### src/rtl/core/swd_te_pkg.sv
// Shared types and constants for the SWD host transfer engine.
`default_nettype none

package swd_te_pkg;

    localparam int unsigned DATA_BITS   = 32;
    localparam int unsigned CNT_W       = 7;
    localparam int unsigned TA_W        = 3;
    localparam int unsigned TA_MAX      = 4;
    localparam int unsigned PADDR_W     = 3;
    localparam int unsigned PDATA_W     = 32;

    // Register byte addresses on the configuration port.
    localparam logic [PADDR_W-1:0] ADDR_TURNAROUND = 3'd0;
    localparam logic [PADDR_W-1:0] ADDR_DATA_WAIT  = 3'd4;

    // Raw ACK codes as received, first bit in bit 0.
    localparam logic [2:0] ACK_OK    = 3'b001;
    localparam logic [2:0] ACK_WAIT  = 3'b010;
    localparam logic [2:0] ACK_FAULT = 3'b100;

    // Transfer status codes.
    localparam logic [2:0] ST_OK     = 3'd0;
    localparam logic [2:0] ST_WAIT   = 3'd1;
    localparam logic [2:0] ST_FAULT  = 3'd2;
    localparam logic [2:0] ST_PROTO  = 3'd3;
    localparam logic [2:0] ST_PARITY = 3'd4;

    // Input item modes.
    localparam logic MODE_START = 1'b0;
    localparam logic MODE_CLOCK = 1'b1;

    typedef struct packed {
        logic                 mode;
        logic [7:0]           header;
        logic [DATA_BITS-1:0] write_data;
        logic                 swdio_in;
    } t_in_item;

    typedef struct packed {
        logic                 swdio_out;
        logic                 swdio_drive;
        logic                 busy_res;
        logic                 done_res;
        logic [2:0]           status;
        logic [2:0]           ack_bits;
        logic [DATA_BITS-1:0] read_data;
    } t_out_item;

endpackage

`default_nettype wire

### src/rtl/core/swd_transfer_engine_top.sv
// SWD host transfer engine: one SWCLK period per clock transaction.
//
// Usage: a start transaction (mode 0) latches the request header and the
// write word when no transfer runs, and is dropped otherwise; it gives no
// result. Each clock transaction (mode 1) stands for one SWCLK period: it
// carries the sampled SWDIO level and gives exactly one result with the
// drive level, output enable, busy and, on the last period, done with the
// status, raw ACK and read word.
// A result is registered in the output register, or in the skid register if
// the output is stalled. One transaction per cycle while the input stall is
// low; the transfer state is updated by a single registered step per period.
// The output side has a main register and a skid register, so an input
// transaction is still taken while a result waits; the input stall rises
// only once the skid register is occupied, and falls as the receiver drains.
// Reset clears the transfer state to idle, empties both output registers
// and sets the turnaround count to 1 and the dummy data phases off.
// Configuration writes go through the APB port with pready tied high.
`default_nettype none

module swd_transfer_engine_top
    import swd_te_pkg::*;
(
    input  wire logic               i_clk,
    input  wire logic               i_rst_n,
    input  wire logic               i_in_valid,
    output logic                    o_in_stall,
    input  wire t_in_item           i_in_data,
    output logic                    o_out_valid,
    input  wire logic               i_out_stall,
    output t_out_item               o_out_data,
    input  wire logic               psel,
    input  wire logic               penable,
    input  wire logic               pwrite,
    input  wire logic [PADDR_W-1:0] paddr,
    input  wire logic [PDATA_W-1:0] pwdata,
    output logic [PDATA_W-1:0]      prdata,
    output logic                    pready
);

    localparam logic [3:0] PH_IDLE  = 4'd0;
    localparam logic [3:0] PH_HDR   = 4'd1;
    localparam logic [3:0] PH_TA1   = 4'd2;
    localparam logic [3:0] PH_ACK   = 4'd3;
    localparam logic [3:0] PH_RDATA = 4'd4;
    localparam logic [3:0] PH_RPAR  = 4'd5;
    localparam logic [3:0] PH_TA2   = 4'd6;
    localparam logic [3:0] PH_WTA   = 4'd7;
    localparam logic [3:0] PH_WDATA = 4'd8;
    localparam logic [3:0] PH_WPAR  = 4'd9;
    localparam logic [3:0] PH_DRD   = 4'd10;
    localparam logic [3:0] PH_DTA   = 4'd11;
    localparam logic [3:0] PH_DWR   = 4'd12;
    localparam logic [3:0] PH_BACK  = 4'd13;

    localparam logic [CNT_W-1:0] CNT_HDR  = CNT_W'(8);
    localparam logic [CNT_W-1:0] CNT_ACK  = CNT_W'(3);
    localparam logic [CNT_W-1:0] CNT_DATA = CNT_W'(DATA_BITS);
    localparam logic [CNT_W-1:0] CNT_DUMMY = CNT_W'(DATA_BITS + 1);

    // Configuration registers.
    logic [TA_W-1:0]      r_ta;
    logic                 r_data_wait;

    // Transfer state.
    logic [3:0]           r_phase,   n_phase;
    logic [CNT_W-1:0]     r_cnt,     n_cnt;
    logic [7:0]           r_hdr,     n_hdr;
    logic [DATA_BITS-1:0] r_data,    n_data;
    logic                 r_is_read, n_is_read;
    logic [2:0]           r_ack,     n_ack;
    logic                 r_par,     n_par;

    // Output main and skid registers.
    logic                 r_out_valid;
    t_out_item            r_out;
    logic                 r_skid_valid;
    t_out_item            r_skid;

    logic                 in_accept;
    logic                 res_valid;
    logic                 out_free;
    t_out_item            res;
    logic                 cfg_write;

    function automatic logic [CNT_W-1:0] ta_len(input logic [TA_W-1:0] t);
        logic [CNT_W-1:0] v;
        begin
            if (t == '0) begin
                v = CNT_W'(1);
            end else if (t > TA_W'(TA_MAX)) begin
                v = CNT_W'(TA_MAX);
            end else begin
                v = CNT_W'(t);
            end
            return v;
        end
    endfunction

    assign in_accept = i_in_valid && !r_skid_valid;
    assign o_in_stall = r_skid_valid;
    assign res_valid = in_accept && (i_in_data.mode == MODE_CLOCK);
    assign out_free = !r_out_valid || !i_out_stall;

    assign o_out_valid = r_out_valid;
    assign o_out_data  = r_out;

    assign pready    = 1'b1;
    assign cfg_write = psel && penable && pwrite && pready;

    always_comb begin
        prdata = '0;
        if (paddr[2] == ADDR_DATA_WAIT[2]) begin
            prdata[0] = r_data_wait;
        end else begin
            prdata[TA_W-1:0] = r_ta;
        end
    end

    always_ff @(posedge i_clk) begin
        if (!i_rst_n) begin
            r_ta        <= TA_W'(1);
            r_data_wait <= 1'b0;
        end else if (cfg_write) begin
            if (paddr[2] == ADDR_DATA_WAIT[2]) begin
                r_data_wait <= pwdata[0];
            end else begin
                r_ta <= pwdata[TA_W-1:0];
            end
        end
    end

    // One SWCLK period of the transfer sequencer.
    always_comb begin
        logic             din;
        logic             last;
        logic [CNT_W-1:0] cnt_dec;
        logic [1:0]       pos;
        logic [2:0]       ack_upd;
        logic             finish;
        begin
            n_phase   = r_phase;
            n_cnt     = r_cnt;
            n_hdr     = r_hdr;
            n_data    = r_data;
            n_is_read = r_is_read;
            n_ack     = r_ack;
            n_par     = r_par;

            res             = '0;
            res.swdio_out   = 1'b1;
            res.swdio_drive = 1'b1;

            din     = i_in_data.swdio_in;
            last    = (r_cnt <= CNT_W'(1));
            cnt_dec = last ? '0 : r_cnt - CNT_W'(1);
            finish  = 1'b0;

            // ACK bit position follows the remaining count: 3, 2, 1 give 0, 1, 2.
            pos     = 2'd3 - r_cnt[1:0];
            ack_upd = r_ack;
            if (pos != 2'd3) begin
                ack_upd[pos] = r_ack[pos] | din;
            end

            if (i_in_data.mode == MODE_START) begin
                if (r_phase == PH_IDLE) begin
                    n_hdr     = i_in_data.header;
                    n_data    = i_in_data.write_data;
                    n_is_read = i_in_data.header[2];
                    n_ack     = '0;
                    n_par     = 1'b0;
                    n_phase   = PH_HDR;
                    n_cnt     = CNT_HDR;
                end
            end else if (r_phase != PH_IDLE) begin
                res.busy_res    = 1'b1;
                res.swdio_out   = 1'b0;
                res.swdio_drive = 1'b0;
                n_cnt           = cnt_dec;
                unique case (r_phase)
                    PH_HDR: begin
                        res.swdio_drive = 1'b1;
                        res.swdio_out   = r_hdr[0];
                        n_hdr           = {1'b0, r_hdr[7:1]};
                        if (last) begin
                            n_phase = PH_TA1;
                            n_cnt   = ta_len(r_ta);
                        end
                    end
                    PH_TA1: begin
                        if (last) begin
                            n_phase = PH_ACK;
                            n_cnt   = CNT_ACK;
                        end
                    end
                    PH_ACK: begin
                        n_ack = ack_upd;
                        if (last) begin
                            if (ack_upd == ACK_OK) begin
                                if (r_is_read) begin
                                    n_data  = '0;
                                    n_par   = 1'b0;
                                    n_phase = PH_RDATA;
                                    n_cnt   = CNT_DATA;
                                end else begin
                                    n_phase = PH_WTA;
                                    n_cnt   = ta_len(r_ta);
                                end
                            end else if (ack_upd == ACK_WAIT || ack_upd == ACK_FAULT) begin
                                if (r_data_wait) begin
                                    n_phase = PH_DRD;
                                    n_cnt   = CNT_DUMMY;
                                end else begin
                                    n_phase = PH_DTA;
                                    n_cnt   = ta_len(r_ta);
                                end
                            end else begin
                                n_phase = PH_BACK;
                                n_cnt   = ta_len(r_ta) + CNT_DUMMY;
                            end
                        end
                    end
                    PH_RDATA: begin
                        n_data = {din, r_data[DATA_BITS-1:1]};
                        n_par  = r_par ^ din;
                        if (last) begin
                            n_phase = PH_RPAR;
                            n_cnt   = CNT_W'(1);
                        end
                    end
                    PH_RPAR: begin
                        n_par   = r_par ^ din;
                        n_phase = PH_TA2;
                        n_cnt   = ta_len(r_ta);
                    end
                    PH_TA2: begin
                        finish = last;
                    end
                    PH_WTA: begin
                        if (last) begin
                            n_par   = 1'b0;
                            n_phase = PH_WDATA;
                            n_cnt   = CNT_DATA;
                        end
                    end
                    PH_WDATA: begin
                        res.swdio_drive = 1'b1;
                        res.swdio_out   = r_data[0];
                        n_par           = r_par ^ r_data[0];
                        n_data          = {1'b0, r_data[DATA_BITS-1:1]};
                        if (last) begin
                            n_phase = PH_WPAR;
                            n_cnt   = CNT_W'(1);
                        end
                    end
                    PH_WPAR: begin
                        res.swdio_drive = 1'b1;
                        res.swdio_out   = r_par;
                        n_cnt           = r_cnt;
                        finish          = 1'b1;
                    end
                    PH_DRD: begin
                        if (last) begin
                            n_phase = PH_DTA;
                            n_cnt   = ta_len(r_ta);
                        end
                    end
                    PH_DTA: begin
                        if (last) begin
                            if (r_data_wait) begin
                                n_phase = PH_DWR;
                                n_cnt   = CNT_DUMMY;
                            end else begin
                                finish = 1'b1;
                            end
                        end
                    end
                    PH_DWR: begin
                        res.swdio_drive = 1'b1;
                        finish          = last;
                    end
                    default: begin
                        // Back-off after a protocol error, and unused codes.
                        finish = last;
                    end
                endcase

                if (finish) begin
                    res.done_res = 1'b1;
                    res.ack_bits = r_ack;
                    if (r_ack == ACK_OK) begin
                        res.status = ST_OK;
                        if (r_is_read) begin
                            res.read_data = r_data;
                            if (r_par) begin
                                res.status = ST_PARITY;
                            end
                        end
                    end else if (r_ack == ACK_WAIT) begin
                        res.status = ST_WAIT;
                    end else if (r_ack == ACK_FAULT) begin
                        res.status = ST_FAULT;
                    end else begin
                        res.status = ST_PROTO;
                    end
                    n_phase = PH_IDLE;
                    n_cnt   = '0;
                end
            end
        end
    end

    always_ff @(posedge i_clk) begin
        if (!i_rst_n) begin
            r_phase   <= PH_IDLE;
            r_cnt     <= '0;
            r_hdr     <= '0;
            r_data    <= '0;
            r_is_read <= 1'b0;
            r_ack     <= '0;
            r_par     <= 1'b0;
        end else if (in_accept) begin
            r_phase   <= n_phase;
            r_cnt     <= n_cnt;
            r_hdr     <= n_hdr;
            r_data    <= n_data;
            r_is_read <= n_is_read;
            r_ack     <= n_ack;
            r_par     <= n_par;
        end
    end

    always_ff @(posedge i_clk) begin
        if (!i_rst_n) begin
            r_out_valid  <= 1'b0;
            r_skid_valid <= 1'b0;
        end else if (out_free) begin
            if (r_skid_valid) begin
                r_out_valid  <= 1'b1;
                r_skid_valid <= 1'b0;
            end else begin
                r_out_valid <= res_valid;
            end
        end else if (res_valid) begin
            r_skid_valid <= 1'b1;
        end
    end

    always_ff @(posedge i_clk) begin
        if (out_free) begin
            if (r_skid_valid) begin
                r_out <= r_skid;
            end else if (res_valid) begin
                r_out <= res;
            end
        end else if (res_valid) begin
            r_skid <= res;
        end
    end

endmodule

`default_nettype wire

### config.mk
export PLATFORM = sky130hd
export DESIGN_NAME = swd_transfer_engine_top
export DESIGN_NICKNAME = d
export VERILOG_FILES = /design/src/rtl/core/swd_te_pkg.sv /design/src/rtl/core/swd_transfer_engine_top.sv
export SDC_FILE = /design/constraint.sdc
export NUM_CORES = 1
export LEC_CHECK = 0
export BUFFER_PORTS_ARGS = -buffer_cell sky130_fd_sc_hd__buf_2
export CORE_MARGIN = 2
export CORE_UTILIZATION = 50
export CTS_CLUSTER_SIZE = 8
export DETAILED_ROUTE_END_ITERATION = 7
export GPL_ROUTABILITY_DRIVEN = 0
export PLACE_DENSITY = 0.79
export SLEW_MARGIN = 20
export SYNTH_ARGS = -nofsm -noshare
export SYNTH_HDL_FRONTEND = slang
export SYNTH_SLANG_ARGS = --single-unit
export TNS_END_PERCENT = 5
### constraint.sdc
create_clock -name i_clk -period 3.9 [get_ports i_clk]
set_clock_uncertainty 0.1 [all_clocks]
set_input_delay 0 -clock i_clk [delete_from_list [all_inputs] [get_ports i_clk]]
set_output_delay 0 -clock i_clk [all_outputs]
set_load 0.02 [all_outputs]
==> results of run 1 <==
[layer usage]
layer,routed length [um],up-vias,track usage (%)
met2,8540,239,35.7
li1,-,2850,-
met4,457,0,8.66
met3,924,40,5.15
met1,7690,2799,27.8
met5,0,-,0
[worst paths after layout]
kind            startpoint    endpoint  slack, ps
max               r_cnt[0]  r_data[31]        200
min          i_in_data[41]  r_skid[40]         60
max reg2reg       r_cnt[0]  r_data[31]        200
min reg2reg       r_hdr[7]    r_hdr[7]        380
[final cells by class]
| cell class | instances | area share, % |
|---|---|---|
| tap | 188 | 2.53 |
| sequential | 146 | 40.6 |
| clock inverter | 11 | 1.94 |
| inverter | 12 | 0.485 |
| clock buffer | 21 | 4.74 |
| multi-input combinational | 502 | 36.9 |
| timing repair buffer | 169 | 12.8 |
[placed cells by master (no fill, tap or decap), drive strengths merged, types with 34 or more instances in the layout]
master	n
a211oi	41
edfxtp	84
a22oi	34
dfxtp	62
dlygate4sd3	55
nor2	82
mux2	45
and2	41
nand2	35
buf	113
[Yosys cell counts, types with 23 or more instances]
library cell   n
a211oi_2      28
a21oi_1       23
a22oi_1       34
and2_1        41
buf_4         33
clkbuf_1      42
dfxtp_1       62
edfxtp_1      84
mux2_2        44
nand2_1       35
nor2_1        82
o21ai_0       27
[flip-flops by register name (all words and copies together) (netlist names), 3 cells and up]
| name | count |
|---|---|
| r_ack | 3 |
| r_skid | 42 |
| r_cnt | 7 |
| r_phase | 4 |
| r_hdr | 8 |
| r_ta | 3 |
| r_data | 32 |
| o_out_data | 42 |
[cell families (layout without fill, tap and decap cells)]
kind of cell / count (synthesis) / in the layout / synth area share (%)
buf+inv: 97 / 213 / 6.94
flops: 146 / 146 / 49.6
fa+ha+maj: 8 / 8 / 1.32
other cells: 2 / 30 / 0.0989
xor+xnor: 8 / 8 / 0.923
compound gates: 182 / 182 / 18.7
mux: 62 / 62 / 8.97
simple gates: 212 / 212 / 13.4
[power groups by stage]
| stage | clock network (mW) | logic (mW) | registers [mW] |
|---|---|---|---|
| after CTS | 1.74 | 0.653 | 1.76 |
| after global placement | 0 | 0.600 | 1.79 |
| after global routing | 1.80 | 0.740 | 1.78 |
| after detailed placement | 0 | 0.609 | 1.80 |
| final | 1.72 | 0.675 | 1.77 |
| after floorplan | 0 | 0.479 | 1.80 |
[timing repair]
action	CTS	global route
hold endpoints to repair	53	0
setup endpoints to repair	0	1
setup buffers	0	0
gates resized for setup	0	1
hold buffers	55	0
==> impl_metrics.env, run 1 <==
export IMPL_run_status="finished, final reports clean"
export IMPL_ys_seq_area_share_pct=49.6
export IMPL_relSlewSlack_pct=52.9
export IMPL_synth_top_area_share_pct=33.2
export IMPL_drc=0
export IMPL_fin_tns_setup_ps=0
export IMPL_cp_depth=10
export IMPL_ys_async_sr_fraction_pct=0
export IMPL_slowest_stage="dlygate4sd3_1"
export IMPL_core_mm2=0.0150
export IMPL_seqCellArea_mm2=0.00377
export IMPL_max_cap_viol_count=0
export IMPL_track_usage_pct=21.7
export IMPL_crit_buf_inv=2
export IMPL_vias=5928
export IMPL_cts_root_buf="clkbuf_16"
export IMPL_numCtsBuffers=17
export IMPL_multiInputGateArea_mm2=0.00343
export IMPL_power_total_mw=4.16
export IMPL_syn_area_mm2=0.00759
export IMPL_syn_instance_count=717
export IMPL_place_inst=961
export IMPL_fin_cells=1049
export IMPL_synth_seq_cells=146
export IMPL_report_final_slew_viol_count=0
export IMPL_swShare_pct=26.8
export IMPL_max_clock_freq_mhz=270
export IMPL_synth_ff_type="edfxtp_1"
export IMPL_grt_pass1_vias=5598
export IMPL_crit_chain="mux2_4, a211o_1, o41a_4, o32a_1, o211ai_1, and3_2, buf_12, nor2_1, a311oi_1, dlygate4sd3_1"
export IMPL_synth_cell_types=62
export IMPL_synth_area_top_cells="edfxtp_1 33%, dfxtp_1 16%, mux2_2 6.5%"
export IMPL_clock_latency_ps=430
export IMPL_postSynthAreaPerCell_um2=10.6
export IMPL_grt_overflow_total=0
export IMPL_holdPathStages=2
export IMPL_port_buffer_count=99
export IMPL_ctsLongestPathBuffers=2
export IMPL_fin_ws_ps=202
export IMPL_nets=940
export IMPL_grt_start_max_net_pins=65
export IMPL_cts_htree_levels=4
export IMPL_dp_slack_ps=635
export IMPL_worst_pin_slew_ps=706
export IMPL_fin_crit_ps=3700
export IMPL_powerDensity_mw_per_mm2=448
export IMPL_via_per_inst=5.65
export IMPL_cp_start_kind="flip-flop"
export IMPL_finalWirelength_um=17600
export IMPL_ys_warn_count=0
export IMPL_p_comb_share_pct=16.2
export IMPL_grt_pass1_wl_um=27900
export IMPL_die_h_um=127
export IMPL_antenna_found_initial=0
export IMPL_postRouteAntennaNets=0
export IMPL_dr_first_iter_drc_count=658
export IMPL_hold_viol=0
export IMPL_area_growth_pct=22.3
export IMPL_dieArea_mm2=0.0162
export IMPL_fin_crit_sh_pct=94.8
export IMPL_nFillCells=1163
export IMPL_leakage_nw=3.63
export IMPL_layout_drive_gt1_share_pct=26.5
export IMPL_synth_largest_area_cell="edfxtp_1"
export IMPL_placed_area_mm2=0.00809
export IMPL_clock_sinks=146
export IMPL_fp_row_count=45
export IMPL_p_clk_share_pct=41.3
export IMPL_clkTransAtPathRegs_ps=60
export IMPL_worst_path_largest_cell_delay_ps=580
export IMPL_die_w_um=127
export IMPL_detail_route_wl_per_cell_um=16.8
export IMPL_setup_viol_count_final=0
export IMPL_p_seq_share_pct=42.5
export IMPL_worst_hold_path_type="in -> reg"
export IMPL_ir_drop_mv=0.327
export IMPL_crit_required_ps=4170
export IMPL_finalInstanceArea_mm2=0.00928
export IMPL_critPathTopFamily="compound AO/OA/AOI/OAI gates"
export IMPL_final_util_pct=61.7
export IMPL_power_internal_mw=3.04
export IMPL_diodes=0
export IMPL_synth_edff_count=84
export IMPL_path_max_fanout=32
export IMPL_rsz0062_at_grt="no"
export IMPL_first_pass_iters=6
export IMPL_r2r_cells=10
export IMPL_tritoncts="built"
export IMPL_p_sw_mw=1.11
export IMPL_detailed_place_hpwl_um=10600
export IMPL_worstSetupPathType="reg -> reg"
export IMPL_endpoint_kind="flip-flop"
export IMPL_ioPinCount=161
export IMPL_whs_ps=64.2
export IMPL_worstPathArrival_ps=3970
export IMPL_start_util_pct=50.5
No activity file was read; power rests on OpenSTA's default activity.
==> run 2: changes to the inputs <==
- CORE_ASPECT_RATIO: unset -> 0.5
==> impl_metrics.env, run 2 (synthesized netlist as in run 1, its figures left out) <==
export IMPL_final_util_pct=63.0
export IMPL_path_max_fanout=38
export IMPL_worst_hold_path_type="in -> reg"
export IMPL_relSlewSlack_pct=44.5
export IMPL_run_status="finished, final reports clean"
export IMPL_endpoint_kind="flip-flop"
export IMPL_first_pass_iters=5
export IMPL_cp_start_kind="flip-flop"
export IMPL_grt_pass1_wl_um=28100
export IMPL_power_internal_mw=2.87
export IMPL_critPathTopFamily="compound AO/OA/AOI/OAI gates"
export IMPL_detail_route_wl_per_cell_um=16.4
export IMPL_detailed_place_hpwl_um=11100
export IMPL_grt_start_max_net_pins=39
export IMPL_worst_pin_slew_ps=831
export IMPL_fin_crit_ps=3680
export IMPL_clkTransAtPathRegs_ps=70
export IMPL_finalWirelength_um=17400
export IMPL_layout_drive_gt1_share_pct=26.8
export IMPL_report_final_slew_viol_count=0
export IMPL_vias=5944
export IMPL_clock_sinks=146
export IMPL_p_clk_share_pct=40.0
export IMPL_start_util_pct=51.8
export IMPL_powerDensity_mw_per_mm2=439
export IMPL_antenna_found_initial=0
export IMPL_numCtsBuffers=17
export IMPL_power_total_mw=4.06
export IMPL_crit_chain="mux2_4, a211o_1, o41a_4, o32a_1, o211ai_1, and3_2, buf_6, nor2_1, a311oi_1, dlygate4sd3_1"
export IMPL_swShare_pct=29.2
export IMPL_ir_drop_mv=0.314
export IMPL_p_sw_mw=1.19
export IMPL_ctsLongestPathBuffers=2
export IMPL_setup_viol_count_final=0
export IMPL_cts_setup_buffers=0
export IMPL_dieArea_mm2=0.0162
export IMPL_drc=0
export IMPL_area_growth_pct=21.7
export IMPL_max_cap_viol_count=0
export IMPL_dr_first_iter_drc_count=619
export IMPL_nets=940
export IMPL_die_h_um=91.1
export IMPL_via_per_inst=5.61
export IMPL_clock_latency_ps=420
export IMPL_fp_row_count=31
export IMPL_p_comb_share_pct=16.5
export IMPL_postRouteAntennaNets=0
export IMPL_grt_pass1_vias=5722
export IMPL_core_mm2=0.0147
export IMPL_port_buffer_count=99
export IMPL_grt_overflow_total=0
export IMPL_crit_buf_inv=2
export IMPL_p_seq_share_pct=43.5
export IMPL_diodes=0
export IMPL_nFillCells=1157
export IMPL_final_cell_mix="99 x buf_2, 84 x edfxtp_1, 80 x nor2_1"
export IMPL_worstPathArrival_ps=3930
export IMPL_cts_htree_levels=4
export IMPL_cts_root_buf="clkbuf_16"
export IMPL_worst_path_largest_cell_delay_ps=570
export IMPL_track_usage_pct=21.9
export IMPL_layout_commonest_cell="buf_2"
export IMPL_worstSetupPathType="reg -> reg"
export IMPL_fin_tns_setup_ps=0
export IMPL_die_w_um=178
export IMPL_crit_required_ps=4150
export IMPL_rsz0062_at_grt="no"
export IMPL_max_clock_freq_mhz=272
export IMPL_hold_viol=0
export IMPL_ioPinCount=161
export IMPL_leakage_nw=3.62
export IMPL_slowest_stage="dlygate4sd3_1"
export IMPL_fin_crit_sh_pct=94.3
export IMPL_tritoncts="built"
==> run 2: timing repair <==
item | CTS | global route
setup endpoints to repair | 0 | 1
gates resized for setup | 0 | 2
hold buffers | 55 | 0
endpoints found under the hold margin | 53 | 0
==> run 2: worst paths after layout <==
kind / startpoint / endpoint / slack [ps] / depth (start not counted)
setup / recovery: r_cnt[0] / r_data[31] / 220 / 10
hold / removal: i_in_data[41] / r_skid[40] / 40 / 2
setup reg to reg: r_cnt[0] / r_data[31] / 220 / 10
hold reg to reg: r_hdr[7] / r_hdr[7] / 370 / 2
==> run 2: power by group through the flow <==
stage / Combinational [mW] / Clock, mW / Sequential [mW]
after global placement: 0.596 / 0 / 1.79
after floorplan: 0.479 / 0 / 1.80
after global routing: 0.732 / 1.72 / 1.78
after detailed placement: 0.611 / 0 / 1.80
after CTS: 0.657 / 1.65 / 1.76
final: 0.669 / 1.62 / 1.77
==> run 2: final cells by class <==
| type | count | area (um2) | share of cell area [%] |
|---|---|---|---|
| Tap cell | 198 | 248 | 2.68 |
| Inverter | 12 | 45.0 | 0.488 |
| Sequential cell | 146 | 3770 | 40.8 |
| Timing Repair Buffer | 169 | 1160 | 12.6 |
| Clock buffer | 17 | 425 | 4.60 |
| Clock inverter | 15 | 165 | 1.79 |
| Multi-Input combinational cell | 502 | 3430 | 37.1 |
==> run 2: routing by layer <==
metal	wire (um)	vias to the layer above	GRT usage (%)	part of all wire [%]
li1	-	2838	-	-
met4	285	0	7.25	1.6
met1	7560	2834	28.6	44
met2	8520	240	36.7	49
met5	0	-	0	0
met3	1010	32	4.02	5.8
==> run 2: per-stage QoR <==
step	hold WS [ps]	setup WS [ps]	area, um2	std cells
after floorplan	-21.9	91.9	7690	745
after global placement	138	668	8090	972
after detailed placement	139	578	8090	972
after CTS	11.9	38.1	9230	1059
after global routing	69.0	60.7	9240	1059
final	38.1	224	9240	1059
